===== src/rtl/mtc_pkg.sv =====
package mtc_pkg;

  localparam int unsigned MAX_MARKERS_DEF = 64;

  localparam int unsigned CNT_W   = 7;
  localparam int unsigned CUR_W   = 7;
  localparam int unsigned ENTRY_W = 22;
  localparam int unsigned TIME_W  = 22;

  localparam logic [7:0] BYTE_QF    = 8'hF1;
  localparam logic [7:0] BYTE_SOX   = 8'hF0;
  localparam logic [7:0] BYTE_RT    = 8'h7F;
  localparam logic [7:0] BYTE_ID    = 8'h7F;
  localparam logic [7:0] BYTE_MTC   = 8'h01;
  localparam logic [7:0] BYTE_FULL  = 8'h01;
  localparam logic [7:0] RATE_30    = 8'h60;
  localparam logic [7:0] BYTE_EOX   = 8'hF7;
  localparam logic [3:0] HOUR_HI_QF = 4'h6;

  localparam logic [4:0] FRAME_LAST  = 5'd29;
  localparam logic [5:0] SECOND_LAST = 6'd59;
  localparam logic [5:0] MINUTE_LAST = 6'd59;
  localparam logic [4:0] HOUR_LAST   = 5'd23;

  localparam logic [3:0] FF_LAST_IDX = 4'd9;

  typedef enum logic [2:0] {
    OP_TICK  = 3'd0,
    OP_LOAD  = 3'd1,
    OP_GOTO  = 3'd2,
    OP_NEXT  = 3'd3,
    OP_PREV  = 3'd4,
    OP_START = 3'd5
  } op_t;

  typedef enum logic [2:0] {
    CUR_HOLD,
    CUR_IDX,
    CUR_INC,
    CUR_PREV,
    CUR_ZERO
  } cur_sel_t;

  typedef struct packed {
    logic       tick_adv;
    logic       mem_wr;
    cur_sel_t   cur_sel;
    logic       jump_load;
    logic       jump_zero;
    logic       conv_en;
    logic       conv_mem;
    logic [1:0] conv_step;
    logic       save_now;
    logic       emit;
    logic       emit_ff;
    logic [3:0] byte_idx;
    logic       piece_inc;
  } ctrl_cmd_t;

  typedef struct packed {
    logic nonempty;
    logic goto_ok;
    logic more;
    logic le;
  } dp_status_t;

endpackage


===== src/rtl/mtc_ctrl.sv =====
module mtc_ctrl (
  input  logic                   clk,
  input  logic                   rst,
  input  logic                   start,
  input  mtc_pkg::op_t           op,
  input  mtc_pkg::dp_status_t    status,
  output mtc_pkg::ctrl_cmd_t     cmd,
  output logic                   busy
);
  import mtc_pkg::*;

  typedef enum logic [8:0] {
    S_IDLE  = 9'b000000001,
    S_NOW   = 9'b000000010,
    S_CHK   = 9'b000000100,
    S_CONV  = 9'b000001000,
    S_CMP   = 9'b000010000,
    S_QF    = 9'b000100000,
    S_JRD   = 9'b001000000,
    S_JLOAD = 9'b010000000,
    S_FF    = 9'b100000000
  } state_t;

  state_t     state, state_next;
  logic [3:0] count, count_next;
  logic       zero_entry, zero_entry_next;

  assign busy = (state != S_IDLE);

  always_ff @(posedge clk) begin
    if (rst) begin
      state      <= S_IDLE;
      count      <= '0;
      zero_entry <= 1'b0;
    end else begin
      state      <= state_next;
      count      <= count_next;
      zero_entry <= zero_entry_next;
    end
  end

  always_comb begin
    cmd             = '0;
    cmd.cur_sel     = CUR_HOLD;
    cmd.byte_idx    = count;
    cmd.conv_step   = count[1:0];
    state_next      = state;
    count_next      = count;
    zero_entry_next = zero_entry;
    case (state)
      S_IDLE: begin
        count_next = '0;
        if (start) begin
          case (op)
            OP_TICK: begin
              cmd.tick_adv = 1'b1;
              state_next   = S_NOW;
            end
            OP_LOAD: cmd.mem_wr = 1'b1;
            OP_GOTO: begin
              if (status.goto_ok) begin
                cmd.cur_sel     = CUR_IDX;
                zero_entry_next = 1'b0;
                state_next      = S_JRD;
              end
            end
            OP_NEXT: begin
              if (status.more) begin
                cmd.cur_sel     = CUR_INC;
                zero_entry_next = 1'b0;
                state_next      = S_JRD;
              end
            end
            OP_PREV: begin
              if (status.nonempty) begin
                cmd.cur_sel     = CUR_PREV;
                zero_entry_next = 1'b0;
                state_next      = S_JRD;
              end
            end
            OP_START: begin
              cmd.cur_sel     = CUR_ZERO;
              zero_entry_next = 1'b1;
              state_next      = S_JRD;
            end
            default: ;
          endcase
        end
      end
      S_NOW: begin
        cmd.conv_en = 1'b1;
        if (count == 4'd2) begin
          cmd.save_now = 1'b1;
          count_next   = '0;
          state_next   = S_CHK;
        end else begin
          count_next = count + 4'd1;
        end
      end
      S_CHK: begin
        count_next = '0;
        state_next = status.more ? S_CONV : S_QF;
      end
      S_CONV: begin
        cmd.conv_en  = 1'b1;
        cmd.conv_mem = 1'b1;
        if (count == 4'd2) begin
          count_next = '0;
          state_next = S_CMP;
        end else begin
          count_next = count + 4'd1;
        end
      end
      S_CMP: begin
        count_next = '0;
        if (status.le) begin
          cmd.cur_sel = CUR_INC;
          state_next  = S_CHK;
        end else begin
          state_next = S_QF;
        end
      end
      S_QF: begin
        cmd.emit = 1'b1;
        if (count == 4'd1) begin
          cmd.piece_inc = 1'b1;
          count_next    = '0;
          state_next    = S_IDLE;
        end else begin
          count_next = count + 4'd1;
        end
      end
      S_JRD: begin
        count_next = '0;
        state_next = S_JLOAD;
      end
      S_JLOAD: begin
        cmd.jump_load = 1'b1;
        cmd.jump_zero = zero_entry;
        count_next    = '0;
        state_next    = S_FF;
      end
      S_FF: begin
        cmd.emit    = 1'b1;
        cmd.emit_ff = 1'b1;
        if (count == FF_LAST_IDX) begin
          count_next = '0;
          state_next = S_IDLE;
        end else begin
          count_next = count + 4'd1;
        end
      end
      default: begin
        count_next = '0;
        state_next = S_IDLE;
      end
    endcase
  end

endmodule


===== src/rtl/mtc_dp.sv =====
module mtc_dp #(
  parameter int unsigned MAX_MARKERS = mtc_pkg::MAX_MARKERS_DEF
) (
  input  logic                   clk,
  input  logic                   rst,
  input  mtc_pkg::ctrl_cmd_t     cmd,
  output mtc_pkg::dp_status_t    status,
  input  logic [5:0]             marker_index,
  input  logic [4:0]             hours,
  input  logic [5:0]             minutes,
  input  logic [5:0]             seconds,
  input  logic [4:0]             frames,
  input  logic                   cfg_valid,
  output logic                   cfg_ready,
  input  logic [6:0]             cfg_data,
  output logic                   result_valid,
  output logic [7:0]             out_byte,
  output logic                   last_byte,
  output logic [5:0]             cursor
);
  import mtc_pkg::*;

  localparam int unsigned AW  = (MAX_MARKERS > 1) ? $clog2(MAX_MARKERS) : 1;
  localparam int unsigned CAP = (MAX_MARKERS < 128) ? MAX_MARKERS : 127;

  logic [CNT_W-1:0]   marker_count;
  logic [CNT_W-1:0]   eff;
  logic [CUR_W-1:0]   cur, cur_next, prev_c;
  logic [4:0]         hc, hc_next;
  logic [5:0]         mc, mc_next;
  logic [5:0]         sc, sc_next;
  logic [4:0]         fc, fc_next;
  logic [1:0]         sub, sub_next;
  logic               after_jump, after_jump_next;
  logic [2:0]         piece;
  logic [ENTRY_W-1:0] mem [MAX_MARKERS];
  logic [ENTRY_W-1:0] rdata;
  logic [AW+6-1:0]    wa_wide;
  logic [AW+7-1:0]    ra_wide;
  logic [TIME_W-1:0]  acc, acc_next, now;
  logic [4:0]         sh, sf;
  logic [5:0]         sm, ss;
  logic [3:0]         nib;
  logic [7:0]         byte_next;

  assign cfg_ready = 1'b1;

  always_ff @(posedge clk) begin
    if (rst) begin
      marker_count <= '0;
    end else if (cfg_valid && cfg_ready) begin
      marker_count <= cfg_data;
    end
  end

  assign eff = (marker_count > CNT_W'(CAP)) ? CNT_W'(CAP) : marker_count;

  assign status.nonempty = (eff != '0);
  assign status.goto_ok  = ({1'b0, marker_index} < eff);
  assign status.more     = ((cur + 7'd1) < eff);
  assign status.le       = (acc <= now);

  // marker store
  assign wa_wide = (AW + 6)'(marker_index);
  assign ra_wide = (AW + 7)'(cur);

  always_ff @(posedge clk) begin
    if (cmd.mem_wr && (32'(marker_index) < 32'(MAX_MARKERS))) begin
      mem[wa_wide[AW-1:0]] <= {hours, minutes, seconds, frames};
    end
    rdata <= mem[ra_wide[AW-1:0]];
  end

  // cursor
  always_comb begin
    prev_c = (cur > 7'd1) ? cur - 7'd2 : '0;
    if (prev_c >= eff) begin
      prev_c = eff - 7'd1;
    end
    case (cmd.cur_sel)
      CUR_IDX:  cur_next = {1'b0, marker_index};
      CUR_INC:  cur_next = cur + 7'd1;
      CUR_PREV: cur_next = prev_c;
      CUR_ZERO: cur_next = '0;
      default:  cur_next = cur;
    endcase
  end

  // timecode
  always_comb begin
    hc_next         = hc;
    mc_next         = mc;
    sc_next         = sc;
    fc_next         = fc;
    sub_next        = sub;
    after_jump_next = after_jump;
    if (cmd.jump_load) begin
      if (cmd.jump_zero) begin
        {hc_next, mc_next, sc_next, fc_next} = '0;
      end else begin
        {hc_next, mc_next, sc_next, fc_next} = rdata;
      end
      sub_next        = '0;
      after_jump_next = 1'b1;
    end else if (cmd.tick_adv) begin
      if (after_jump) begin
        after_jump_next = 1'b0;
        sub_next        = '0;
      end else if (sub == 2'd3) begin
        sub_next = '0;
        if (fc < FRAME_LAST) begin
          fc_next = fc + 5'd1;
        end else begin
          fc_next = '0;
          if (sc < SECOND_LAST) begin
            sc_next = sc + 6'd1;
          end else begin
            sc_next = '0;
            if (mc < MINUTE_LAST) begin
              mc_next = mc + 6'd1;
            end else begin
              mc_next = '0;
              hc_next = (hc < HOUR_LAST) ? hc + 5'd1 : '0;
            end
          end
        end
      end else begin
        sub_next = sub + 2'd1;
      end
    end
  end

  always_ff @(posedge clk) begin
    if (rst) begin
      hc         <= '0;
      mc         <= '0;
      sc         <= '0;
      fc         <= '0;
      sub        <= '0;
      after_jump <= 1'b1;
      piece      <= '0;
      cur        <= '0;
    end else begin
      hc         <= hc_next;
      mc         <= mc_next;
      sc         <= sc_next;
      fc         <= fc_next;
      sub        <= sub_next;
      after_jump <= after_jump_next;
      cur        <= cur_next;
      if (cmd.jump_load) begin
        piece <= '0;
      end else if (cmd.piece_inc) begin
        piece <= piece + 3'd1;
      end
    end
  end

  // frame count: ((h*60 + m)*60 + s)*30 + f, one step a cycle
  always_comb begin
    if (cmd.conv_mem) begin
      {sh, sm, ss, sf} = rdata;
    end else begin
      {sh, sm, ss, sf} = {hc, mc, sc, fc};
    end
    case (cmd.conv_step)
      2'd0:    acc_next = (TIME_W'(sh) << 6) - (TIME_W'(sh) << 2) + TIME_W'(sm);
      2'd1:    acc_next = (acc << 6) - (acc << 2) + TIME_W'(ss);
      default: acc_next = (acc << 5) - (acc << 1) + TIME_W'(sf);
    endcase
  end

  always_ff @(posedge clk) begin
    if (cmd.conv_en) begin
      acc <= acc_next;
    end
    if (cmd.save_now) begin
      now <= acc_next;
    end
  end

  // output byte
  always_comb begin
    case (piece)
      3'd0:    nib = fc[3:0];
      3'd1:    nib = {3'b000, fc[4]};
      3'd2:    nib = sc[3:0];
      3'd3:    nib = {2'b00, sc[5:4]};
      3'd4:    nib = mc[3:0];
      3'd5:    nib = {2'b00, mc[5:4]};
      3'd6:    nib = hc[3:0];
      default: nib = HOUR_HI_QF | {3'b000, hc[4]};
    endcase
    if (cmd.emit_ff) begin
      case (cmd.byte_idx)
        4'd0:    byte_next = BYTE_SOX;
        4'd1:    byte_next = BYTE_RT;
        4'd2:    byte_next = BYTE_ID;
        4'd3:    byte_next = BYTE_MTC;
        4'd4:    byte_next = BYTE_FULL;
        4'd5:    byte_next = RATE_30 | {3'b000, hc};
        4'd6:    byte_next = {2'b00, mc};
        4'd7:    byte_next = {2'b00, sc};
        4'd8:    byte_next = {3'b000, fc};
        default: byte_next = BYTE_EOX;
      endcase
    end else begin
      byte_next = (cmd.byte_idx[0]) ? {1'b0, piece, nib} : BYTE_QF;
    end
  end

  always_ff @(posedge clk) begin
    if (rst) begin
      result_valid <= 1'b0;
    end else begin
      result_valid <= cmd.emit;
    end
    if (cmd.emit) begin
      out_byte  <= byte_next;
      last_byte <= cmd.emit_ff ? (cmd.byte_idx == FF_LAST_IDX) : cmd.byte_idx[0];
      cursor    <= cur[5:0];
    end
  end

endmodule


===== src/rtl/midi_timecode_generator_unit.sv =====
// MIDI time code generator. Pulse start with op and its fields while busy is
// low. A tick advances the time and converts it with the frame-count unit; each
// marker the cursor is compared against then adds three shift-add steps of that
// unit and the compare, and each marker it moves past adds the next table read.
// It then sends F1 and the quarter-frame byte. Goto, next, prev and start, when
// the move is allowed, send the ten-byte full-frame SysEx; load writes an entry.
// Bytes leave on out_byte one per cycle, each valid for exactly one cycle while
// result_valid is high; they cannot be held off, so the receiver must take every
// byte as it comes. The marker table holds garbage until each entry is loaded.
module midi_timecode_generator_unit #(
  parameter int unsigned MAX_MARKERS = mtc_pkg::MAX_MARKERS_DEF
) (
  input  logic       clk,
  input  logic       rst,
  input  logic       start,
  output logic       busy,
  input  logic [2:0] op,
  input  logic [5:0] marker_index,
  input  logic [4:0] hours,
  input  logic [5:0] minutes,
  input  logic [5:0] seconds,
  input  logic [4:0] frames,
  input  logic       cfg_valid,
  output logic       cfg_ready,
  input  logic [6:0] cfg_data,
  output logic       result_valid,
  output logic [7:0] out_byte,
  output logic       last_byte,
  output logic [5:0] cursor
);
  import mtc_pkg::*;

  ctrl_cmd_t  cmd;
  dp_status_t status;

  mtc_ctrl u_ctrl (
    .clk    (clk),
    .rst    (rst),
    .start  (start),
    .op     (op_t'(op)),
    .status (status),
    .cmd    (cmd),
    .busy   (busy)
  );

  mtc_dp #(
    .MAX_MARKERS (MAX_MARKERS)
  ) u_dp (
    .clk          (clk),
    .rst          (rst),
    .cmd          (cmd),
    .status       (status),
    .marker_index (marker_index),
    .hours        (hours),
    .minutes      (minutes),
    .seconds      (seconds),
    .frames       (frames),
    .cfg_valid    (cfg_valid),
    .cfg_ready    (cfg_ready),
    .cfg_data     (cfg_data),
    .result_valid (result_valid),
    .out_byte     (out_byte),
    .last_byte    (last_byte),
    .cursor       (cursor)
  );

endmodule

===== config.mk =====
export PLATFORM = sky130hd
export DESIGN_NAME = midi_timecode_generator_unit
export DESIGN_NICKNAME = d
export VERILOG_FILES = /design/src/rtl/mtc_pkg.sv /design/src/rtl/mtc_ctrl.sv /design/src/rtl/mtc_dp.sv /design/src/rtl/midi_timecode_generator_unit.sv
export SDC_FILE = /design/constraint.sdc
export NUM_CORES = 2
export LEC_CHECK = 0
export BUFFER_PORTS_ARGS = -buffer_cell sky130_fd_sc_hd__buf_4
export CAP_MARGIN = 20
export CORE_MARGIN = 2
export CORE_UTILIZATION = 35
export CTS_CLUSTER_DIAMETER = 60
export DETAILED_ROUTE_END_ITERATION = 10
export HOLD_SLACK_MARGIN = 0.08
export SYNTH_ARGS = -nofsm -noshare
export SYNTH_HDL_FRONTEND = slang
export SYNTH_SLANG_ARGS = --single-unit

===== constraint.sdc =====
create_clock -name clk -period 5.93 [get_ports clk]
set_clock_uncertainty 0.1 [all_clocks]
set_input_delay 1.4825 -clock clk [delete_from_list [all_inputs] [get_ports clk]]
set_output_delay 1.4825 -clock clk [all_outputs]
set_load 0.01 [all_outputs]

; ---- Word-level counts from Yosys, hierarchy flattened
; Memory sizes are Yosys's and may differ from the RTL's. A register that Yosys moved wholly into a read port is not among the register bits.
; Index checks and enable logic that the tools add are counted.
[word_totals]
ramBits = 1408
word_cells = 204
register_bits = 116
n_memories = 1
output_inout_bits = 18
[mem_list]
columns = memory, depth, word_bits, read_ports, rd_clocked_by_memory_dff, write_ports, line
row1 = u_dp.mem, 64, 22, 1, 1, 1, mtc_dp.sv:36  ; logic [ENTRY_W-1:0] mem [MAX_MARKERS];
[classes]
magnitude_cmp = 10
n_addsub = 16
n_eq_ne = 52
n_mux = 87
reduce_logical = 20
[ops]
columns = operator, n
row1 = two-way mux 6 bit, 19
row2 = two-way mux 5 bit, 18
row3 = case mux 9 bit (9 select lines), 1
row4 = two-way mux 9 bit, 8
row5 = case mux 8 bit (7 select lines), 1
row6 = case mux 9 bit (5 select lines), 1
row7 = adder 22 x 6 -> 22 bit, 2
row8 = case mux 22 bit (2 select lines), 1
row9 = subtractor 22 bit, 2
row10 = case mux 4 bit (7 select lines), 1
row11 = case mux 7 bit (4 select lines), 1
row12 = adder 22 x 5 -> 22 bit, 1
row13 = <= comparator 22 bit, 1
row14 = two-way mux 7 bit, 3
row15 = == test 3 x 2 -> 1 bit (second input constant), 6
row16 = == test 3 bit (second input constant), 6
row17 = two-way mux 1 bit, 17
row18 = == test 4 x 3 -> 1 bit (second input constant), 4
row19 = two-way mux 8 bit, 2
row20 = two-way mux 2 bit, 7
row21 = != test 2 bit (second input constant), 7
row22 = adder 6 x 1 -> 6 bit (second input constant), 2
row23 = less-than comparator 6 bit (second input constant), 2
row24 = two-way mux 4 bit, 3
row25 = 50 further kinds, 69

; ---- Longest topological paths before layout
[depth]
ltp_word = 9
ltp_mapped = 19
depth_no_buf = 14

; ---- Modules after synthesis
; Synthesis repeated with hierarchy kept, for this count alone.
[unflattened]
hier_cells = 3397
area_unflattened_um2 = 63900.0
[by_module_without_submodules]
columns = mod, seq_area_each_um2, cells_each, n_inst, area_per_inst_um2
row1 = mtc_dp, 45353.5, 3265, 1, 62864.0
row2 = mtc_ctrl, 280.3, 132, 1, 1036.0

; ---- Worst setup path after synthesis
; Ideal clock, no wire load.
[synth_timing]
path_type = register to register
startpoint = register u_ctrl.state[7]
endpoint = register u_dp.acc[21] (data pin)
arrival_time_ns = 3.959
synth_period_minus_slack_ns = 4.324
slack_ns = 1.606
required_ns = 5.565
n_path_buf = 4
path_stages_with_launch = 17
cell_sequence = dfxtp_1 > clkbuf_1 > nor4_4 > nand4_4 > buf_6 > clkbuf_1 > buf_1 > mux2_2 > ha_1 > o21ai_0 > a211oi_1 > a21oi_1 > o21bai_1 > a2111oi_0 > nor3_1 > xnor2_1 > a221o_1
[synth_via]
elab_chain_len = 6
word_cells_on_any_way = 11
[synth_rtl]
columns = element, line
row1 = start: declaration, mtc_ctrl.sv:24  ; state_t state, state_next;
row2 = start signal: assignment, mtc_ctrl.sv:36  ; state <= state_next;
row3 = == test 9 x 4 -> 1 bit (*), mtc_ctrl.sv:50  ; case (state)
row4 = two-way mux 1 bit (*), mtc_ctrl.sv:50
row5 = two-way mux 5 bit, mtc_dp.sv:161  ; if (cmd.conv_mem) begin
row6 = subtractor 11 x 7 -> 12 bit, mtc_dp.sv:167  ; 2'd0: acc_next = (TIME_W'(sh) << 6) - (TIME_W'(sh) << 2) + TIME_W'(sm);
row7 = adder 22 x 6 -> 22 bit, mtc_dp.sv:167
row8 = case mux 22 bit (2 select lines) (*), mtc_dp.sv:166  ; case (cmd.conv_step)
row9 = net u_dp.acc_next[21], mtc_dp.sv:40  ; logic [TIME_W-1:0] acc, acc_next, now;
row10 = end signal: assignment, mtc_dp.sv:175  ; acc <= acc_next;
row11 = end: declaration, mtc_dp.sv:40
; Mark *: on every way through the listed nets, which the timed path passes. The rest lies on a longest branch.
; A chain may end at the register's enable or synchronous reset.

; ---- Final worst setup path
[layout_timing]
startpoint = register u_ctrl.state[4]
endpoint = register u_dp.acc[18] (data pin)
; The elaborated chain is that of the path after synthesis.

==> results.toml <==
[run_status]
status = "finished clean"

[yosys]
yosysWarnings = 0
synth_area_mm2 = 0.0640
synth_area_leaders = "edfxtp_1, mux4_2, mux2i_1"
syn_avg_cell_area_um2 = 18.0
synth_top_area_share_pct = 68.9
synth_common_cells = "edfxtp_1, mux4_2, mux2i_1"
ys_seq_area_share_pct = 71.3
synth_edf_count = 1467
ys_async_sr_fraction_pct = 0
ys.flop_type = "edfxtp_1"
synthesis.nets = 3676
yosysUniqueCellTypes = 81
synth.most_common_cell = "edfxtp_1"
yosys.area.top_type = "edfxtp_1"
synth_seq_cells = 1546
syn_inst = 3547

[place]
place_congestion = 0.860
hpwl_mm = 97.4
place_ws_ns = 1.13
port_buffers = 58
dpl_cell_area_mm2 = 0.0676

[cts]
cts-buffers-inserted = 157
ctsResizeCount = 0
postCtsSetupBuffers = 0
root_buffer = "clkbuf_16"
htreeDepth = 4
path_clk_slew_ns = 0.06
clock_latency_ns = 0.80
cts_tree = "built"
clock_sinks = 1546
postCtsHoldBufs = 0
clk_path_buf_depth = 3

[timing]
rsz0062_at_grt = "false"
slew_viol_final = 0
relSlewSlack_pct = 13.7
fmax_ghz = 0.206
hold_violations = 0
min_period_ns = 4.85
whs_ns = 0.403
worst_pin_slew_ns = 1.29
min_period_over_period_pct = 81.8
setup_slack_ns = 1.08
setup_tns_ns = 0
setup_viol = 0

[floorplanning]
die_area_mm2 = 0.186
row_count = 156
core_area_mm2 = 0.181
ios = 60
dieWidth_um = 432
die_h_um = 432
initial_core_util_pct = 35.3

[power]
internal_power_uw = 18600
peakVddDrop_mv = 0.310
seq_power_share_pct = 49.7
p_sw_uw = 6100
clockPowerShare_pct = 39.3
power_frac_comb_pct = 11.0
p_total_uw = 24700
leakage_uw = 0.0226
swShare_pct = 24.7
power.density_mw_per_mm2 = 340

[setup_path]
critPathLaunchType = "flip-flop"
critPathMaxFanout = 32
worstPathArrival_ns = 5.27
cp-end-kind = "flip-flop"
critPathRequiredTime_ns = 6.35
critPathKind = "reg2reg"

[job]
drv_cap = 0

[route]
drt-total-wl_mm = 166
dr.pass1.iters = 5
avgRoutedWirePerCell_um = 27.0
dr_total_vias = 34202
remaining_drc_errors = 0
drt_iter0_drc = 3784
ant_nets = 0
viasPerCell = 5.54

[finish]
fin_nets = 3801
seq_area_mm2 = 0.0457
finalInstanceArea_mm2 = 0.0727
multiInputGateArea_mm2 = 0.0174
drive_above_1_share_pct = 22.1
fillerInstances = 16170
area_growth_syn_to_layout_pct = 13.6

[grt]
grt_max_degree = 86
grtUsageTotal_pct = 17.6
grt_pass1_wl_mm = 239
overflow = 0
grt_pass1_vias = 33747
antenna_found_initial = 6

[worst_hold_path]
hold_path.class = "reg2reg"
## per-layer routing
| layer | vias to the layer above | GRT usage, % | wire, um |
|---|---|---|---|
| li1 | 14677 | - | - |
| met1 | 18080 | 24.2 | 70200 |
| met2 | 1233 | 28.1 | 79600 |
| met3 | 210 | 4.18 | 13000 |
| met4 | 2 | 4.62 | 3570 |
| met5 | - | 0 | 13 |
## critical path: stages (launching register included)
cell and delay [ns]:
dfxtp_1 0.38, nor4_4 0.49, nand4_4 0.62, mux2i_2 0.50, inv_1 0.15, ha_1 0.49, or3b_2 0.47, mux2i_1 0.13
mux2i_1 0.17, mux2i_2 0.26, a41oi_1 0.39, a221o_1 0.42
## path summary, 6_finish.rpt
kind / slack [ns] / end / depth (start not counted) / startpoint
setup reg to reg: 1.08 / u_dp.acc[18] / 11 / u_ctrl.state[4]
setup / recovery: 1.08 / u_dp.acc[18] / 11 / u_ctrl.state[4]
hold reg to reg: 0.40 / u_dp.marker_count[1] / 2 / u_dp.marker_count[1]
hold / removal: 0.40 / u_dp.marker_count[1] / 2 / u_dp.marker_count[1]
## cells in the final DEF (no fill, tap or decap), types with 12 or more instances in the layout
master and instances:
clkinv_1 32, dfxtp_1 73, nand2_1 110, xnor2_1 42, o211ai_1 14, inv_1 77, o221ai_1 23, mux2i_1 194
o22ai_1 49, mux4_2 318, xor2_1 29, mux2_2 39, a221oi_1 26, clkbuf_16 161, a211oi_1 42, o31ai_1 15
nand2b_1 25, buf_4 161, ha_1 86, nor2b_1 16, a221o_1 12, nand3_1 32, edfxtp_1 1467, nor2_1 113
or3_1 13, clkinv_2 17, o21ai_0 105, a22oi_1 19, clkbuf_1 43, nor3_1 40, a21oi_1 104, nor2_2 63
## state kept, by name (all words and copies together), names as in the netlist
| signal | cells |
|---|---|
| u_dp.rdata | 22 |
| u_dp.fc | 5 |
| u_dp.hc | 5 |
| u_ctrl.zero_entry | 1 |
| u_dp.now | 22 |
| u_dp.sc | 6 |
| u_ctrl.state | 9 |
| u_dp.after_jump | 1 |
| u_dp.cursor | 6 |
| u_dp.sub | 2 |
| u_dp.marker_count | 7 |
| u_ctrl.count | 4 |
| u_dp.result_valid | 1 |
| u_dp.out_byte | 8 |
| u_dp.last_byte | 1 |
| u_dp.mem | 1408 |
| u_dp.piece | 3 |
| u_dp.mc | 6 |
| u_dp.acc | 22 |
| u_dp.cur | 7 |
## logic make-up after synthesis
logic type / after synthesis / share of synthesized area [%]
flip-flops: 1546 / 71.3
multiplexers: 555 / 15.0
AO/OA/AOI/OAI: 502 / 5.28
AND/OR/NAND/NOR: 502 / 3.87
buffers and inverters: 283 / 1.82
adder cells (fa/ha/maj): 87 / 1.71
XOR/XNOR: 71 / 0.972
other: 1 / 0.00586
## power by group through the flow
| stage | clock network [uW] | registers (uW) | logic [uW] |
|---|---|---|---|
| 6_report | 9710 | 12300 | 2710 |
| 5_1_grt | 10300 | 12300 | 2880 |
| 4_1_cts | 9880 | 12300 | 2720 |
| 3_5_place_dp | 0 | 12500 | 2710 |
| 3_3_place_gp | 0 | 12500 | 2700 |
| 2_1_floorplan | 0 | 12300 | 1710 |
## per-stage QoR
stage / util [%] / cells
after floorplan: - / 3547
after global placement: 37.3 / 5880
after detailed placement: 37.3 / 5882
after CTS: 40.1 / 6169
after global routing: 40.1 / 6170
final: 40.1 / 6172
## layout make-up
class / count / share of cell area [%]
Sequential cell: 1546 / 62.8
Multi-Input combinational cell: 1718 / 23.9
Clock buffer: 204 / 5.77
Tap cell: 2370 / 4.08
Timing Repair Buffer: 170 / 1.88
Clock inverter: 83 / 1.16
Inverter: 79 / 0.408
Antenna cell: 2 / 0.00689
No activity file was read; power rests on OpenSTA's default activity.
